===== src/rtl/wmf_pkg.sv =====
`default_nettype none
// ----------------------------------------------------------------------------
// wmf_pkg
// Shared constants, types and helpers of the window median filter.
// ----------------------------------------------------------------------------
package wmf_pkg;

  localparam int MAX_WINDOW  = 7;
  localparam int MAX_WIDTH   = 1024;
  localparam int MAX_HEIGHT  = 4096;
  localparam int CELLS       = MAX_WINDOW * MAX_WINDOW;
  localparam int PIX_W       = 8;
  localparam int COL_W       = $clog2(MAX_WIDTH);
  localparam int ROW_W       = $clog2(MAX_HEIGHT);
  localparam int SLOT_W      = $clog2(MAX_WINDOW);
  localparam int WIN_W       = 3;
  localparam int RANK_W      = $clog2(CELLS);
  localparam int STORE_DEPTH = MAX_WINDOW * MAX_WIDTH;
  localparam int ADDR_W      = $clog2(STORE_DEPTH);

  typedef enum logic [1:0] {
    REG_IMAGE_WIDTH  = 2'd0,
    REG_IMAGE_HEIGHT = 2'd1,
    REG_WINDOW_SIZE  = 2'd2,
    REG_COLOR_MODE   = 2'd3
  } reg_index_t;

  typedef enum logic [2:0] {
    S_IDLE,
    S_WRITE,
    S_READ,
    S_DRAIN,
    S_DONE
  } state_t;

  typedef struct packed {
    logic clear;
    logic insert;
  } sort_ctrl_t;

  // rank floor(ws*ws/2) of the window
  function automatic logic [RANK_W-1:0] median_rank(input logic [WIN_W-1:0] ws);
    logic [2*WIN_W-1:0] sq;
    sq = ws * ws;
    return RANK_W'(sq >> 1);
  endfunction

endpackage

`default_nettype wire


===== src/rtl/wmf_cell.sv =====
`default_nettype none
// ----------------------------------------------------------------------------
// wmf_cell
// One place of the insertion sorter: holds a sample, takes the new sample or
// its upper neighbour's sample when an insert lands at or above it.
// ----------------------------------------------------------------------------
module wmf_cell
  import wmf_pkg::*;
(
  input  wire logic             clk,
  input  wire logic             rst,
  input  wire sort_ctrl_t       ctrl,
  input  wire logic [PIX_W-1:0] din,
  input  wire logic [PIX_W-1:0] prev_value,
  input  wire logic             prev_valid,
  input  wire logic             prev_lt,
  output logic      [PIX_W-1:0] value,
  output logic                  valid,
  output logic                  lt
);

  // an empty place counts as larger than any sample
  assign lt = !valid || (din < value);

  always_ff @(posedge clk) begin
    if (rst || ctrl.clear) begin
      valid <= 1'b0;
    end else if (ctrl.insert) begin
      valid <= valid | prev_valid;
    end
  end

  always_ff @(posedge clk) begin
    if (ctrl.insert && lt) begin
      value <= prev_lt ? prev_value : din;
    end
  end

endmodule

`default_nettype wire


===== src/rtl/wmf_sorter.sv =====
`default_nettype none
// ----------------------------------------------------------------------------
// wmf_sorter
// Chain of sorting cells for one channel, with rank selection at the end.
// ----------------------------------------------------------------------------
module wmf_sorter
  import wmf_pkg::*;
(
  input  wire logic              clk,
  input  wire logic              rst,
  input  wire sort_ctrl_t        ctrl,
  input  wire logic [PIX_W-1:0]  din,
  input  wire logic [RANK_W-1:0] rank,
  output logic      [PIX_W-1:0]  median
);

  logic [PIX_W-1:0] value [CELLS];
  logic [CELLS-1:0] valid;
  logic [CELLS-1:0] lt;

  for (genvar i = 0; i < CELLS; i++) begin : g_cell
    logic [PIX_W-1:0] pv;
    logic             pvld;
    logic             plt;
    if (i == 0) begin : g_head
      assign pv   = din;
      assign pvld = 1'b1;
      assign plt  = 1'b0;
    end else begin : g_body
      assign pv   = value[i-1];
      assign pvld = valid[i-1];
      assign plt  = lt[i-1];
    end
    wmf_cell u_cell (
      .clk        (clk),
      .rst        (rst),
      .ctrl       (ctrl),
      .din        (din),
      .prev_value (pv),
      .prev_valid (pvld),
      .prev_lt    (plt),
      .value      (value[i]),
      .valid      (valid[i]),
      .lt         (lt[i])
    );
  end

  always_comb begin
    median = value[0];
    for (int k = 0; k < CELLS; k++) begin
      if (rank == RANK_W'(k)) begin
        median = value[k];
      end
    end
  end

endmodule

`default_nettype wire

===== config.mk =====
export PLATFORM = sky130hd
export DESIGN_NAME = wmf_sorter
export DESIGN_NICKNAME = d
export VERILOG_FILES = /design/src/rtl/wmf_pkg.sv /design/src/rtl/wmf_cell.sv /design/src/rtl/wmf_sorter.sv
export SDC_FILE = /design/constraint.sdc
export NUM_CORES = 1
export LEC_CHECK = 0
export ABC_AREA = 1
export BUFFER_PORTS_ARGS = -buffer_cell sky130_fd_sc_hd__buf_2
export CAP_MARGIN = 20
export CORE_MARGIN = 2
export CORE_UTILIZATION = 55
export CTS_CLUSTER_DIAMETER = 80
export DETAILED_ROUTE_END_ITERATION = 16
export PLACE_DENSITY = 0.8
export SLEW_MARGIN = 10
export SYNTH_ARGS = -nofsm -noshare
export SYNTH_HDL_FRONTEND = slang
export SYNTH_HIERARCHICAL = 1
export SYNTH_SLANG_ARGS = --single-unit

===== constraint.sdc =====
create_clock -name clk -period 3.5 [get_ports clk]
set_input_delay 0 -clock clk [delete_from_list [all_inputs] [get_ports clk]]
set_output_delay 0 -clock clk [all_outputs]
set_load 0.05 [all_outputs]

==> impl_results.md <==
* Root Buffer: clkbuf_16
* Ant. Diodes at 0
* Synth Cell Area at 33900 µm²
* Die Wd at 252 µm
* Max_cap viols at 0
* Clk sink count at 441
* Startpoint Class: flop
* Measured slew at the worst slew-check pin at 0.950 ns
* Core box area at 60600 µm²
* Die area at 63600 µm²
* DRC at 0
* IO Count at 26
* Vias in the first global route at 27400
* Final setup vio count at 8
* Area grow syn2layout at 13.0%
* Arr. time, crit path at 4.85 ns
* Final hold vios at 0
* Total chip power at 14.5 mW
* Routed wire length at 85900 µm
* CP max stage delay at 0.45 ns
* Max Slew Vio Count at 0
* Most common cell on crit path: nand2_1
* Cts hold-fix bufs at 0
* Final WS setup at -1.35 ns
* Placed Area at 36300 µm²
* Grt total ovfl at 0
* Max FO, Critical Path at 2
* Clock transition at path regs at 0.06 ns
* All-Layer GR Usage at 26.9%
* Max Clk Rate at 206 MHz
* Synth Warn # at 6
* Inserted Clock Buffers at 50
* DR WL met3 at 5560 µm
* Post-route ant nets at 0
* CP endpoint kind: primary output
* Period utilisation layout at 138%
* Mapped Cells at 4042
* Min Hold Slack at 0.0783 ns
* Max H-tree Level at 2
* Slew Limit Headroom at 36.7%
* Site Rows at 90
* Crit path kind: flop to primary output
* Skew final at 0.0320 ns
* Leak Pwr at 19.2 nW
* Critical-path top delay cell: edfxtp_1
* Dpl hpwl at 62600 µm
* Largest vdd supply drop at 0.431 mV
* Max clock buf depth at 3
* I/O Buffers at 25
* Avg Inst Size Synth at 8.38 µm²
* Gpl congestion at 0.957
* Drt wl/cell at 16.9 µm
* CTS tree: yes
* Outcome: finished, violations left
* Synth Net Count at 4403
* Drt first-iter violations at 2084
* Share of cells above drive strength 1 at 22.3%
* First-pass GRT wire length at 138000 µm
* Via count at 27400
* Required time worst endpoint at 3.50 ns
* Worst hold-check path type: input pin to flop
* DR vias/cell at 5.40
* First drt pass iteration count at 6
* Detailed route wirelength on metal2 at 42300 µm
* Final min period at 4.85 ns
* RSZ-0062 raised after global routing: yes
* Largest net degree at the start of global routing at 59
* Nets at 4616
* Die Span Y at 252 µm
* PD cells at 378 nW/µm²
* Final Cell Area at 38300 µm²
* Clock latency on the worst-skew pair at 0.62 ns
* DRT met1 WL at 35400 µm
* Initial antenna violation count at 0
* Violated checks: negative setup slack
* Initial Util at 55.9%
* Uppermost layer routed: met4
==> sequential cells by signal, summed over array words and instances (netlist names) <==
signal and count:
g_cell.u_cell/value 392, g_cell.u_cell/valid 49
==> metal layers <==
layer | track usage [%] | vias up
li1 | - | 13500
met1 | 33.4 | 12800
met2 | 48.6 | 836
met3 | 3.21 | 188
met4 | 8.84 | 0
met5 | 0 | -
==> final cells by class <==
class                           instances  area (µm²)
Tap cell                              782         978
Clock buffer                           69        1390
Clock inverter                         23         337
Fill cell                            4882       22300
Timing Repair Buffer                  239        1990
Multi-Input combinational cell       2692       17700
Sequential cell                       441       12800
Inverter                              831        3120
==> what timing repair did <==
item,4_1_cts,5_1_grt
resized for setup,27,30
setup endpoints to repair,8,8
buffers inserted,6,2
pin swaps,10,28
==> power breakdown <==
| part | switching (mW) | internal, mW | total [mW] |
|---|---|---|---|
| Clock | 2.20 | 3.37 | 5.58 |
| Sequential | 0.256 | 6.05 | 6.30 |
| Combinational | 1.56 | 1.03 | 2.59 |
==> critical path: cells and delay by family (launching register included) <==
| family | cells | cell delay [ns] |
|---|---|---|
| flops | 1 | 0.45 |
| buf+inv | 1 | 0.14 |
| simple gates | 56 | 3.65 |
==> placed cells by master, fill, tap and decap left out, types with 9 or more instances in the layout <==
| master | instances |
|---|---|
| dfxtp_1 | 49 |
| clkbuf_1 | 13 |
| buf_4 | 207 |
| or2_2 | 27 |
| nor3_2 | 49 |
| edfxtp_1 | 392 |
| a21oi_2 | 105 |
| nand2_1 | 1029 |
| inv_1 | 815 |
| clkbuf_16 | 51 |
| o211ai_1 | 10 |
| inv_2 | 13 |
| nand3_2 | 13 |
| nor2_1 | 226 |
| o21ai_1 | 17 |
| a21oi_1 | 209 |
| ha_1 | 343 |
| nand2_2 | 71 |
| or3_1 | 49 |
| nand3_1 | 38 |
| buf_12 | 15 |
| buf_2 | 9 |
| mux2_2 | 343 |
| o21ai_0 | 132 |
==> metrics by stage <==
stage	std cells	setup TNS (ns)	setup slack, ns	util (%)
global route	5077	-12.92	-1.90	63.2
detailed placement	4977	-6.40	-0.851	59.9
floorplan	4042	0	0.188	-
CTS	5075	-9.05	-1.32	63.0
finish	5077	-9.13	-1.35	63.2
global placement	4977	-6.10	-0.846	59.9
==> worst paths after layout <==
check	startpoint	slack, ns	cells past startpoint	end
setup / recovery	g_cell[1].u_cell/value[2]	-1.35	57	median[2]
hold / removal	ctrl[0]	0.08	4	g_cell[16].u_cell/valid
setup reg to reg	g_cell[2].u_cell/value[7]	1.17	10	g_cell[3].u_cell/value[4]
hold reg to reg	g_cell[47].u_cell/value[0]	0.60	2	g_cell[48].u_cell/value[0]
No activity file was read; power rests on OpenSTA's default activity.
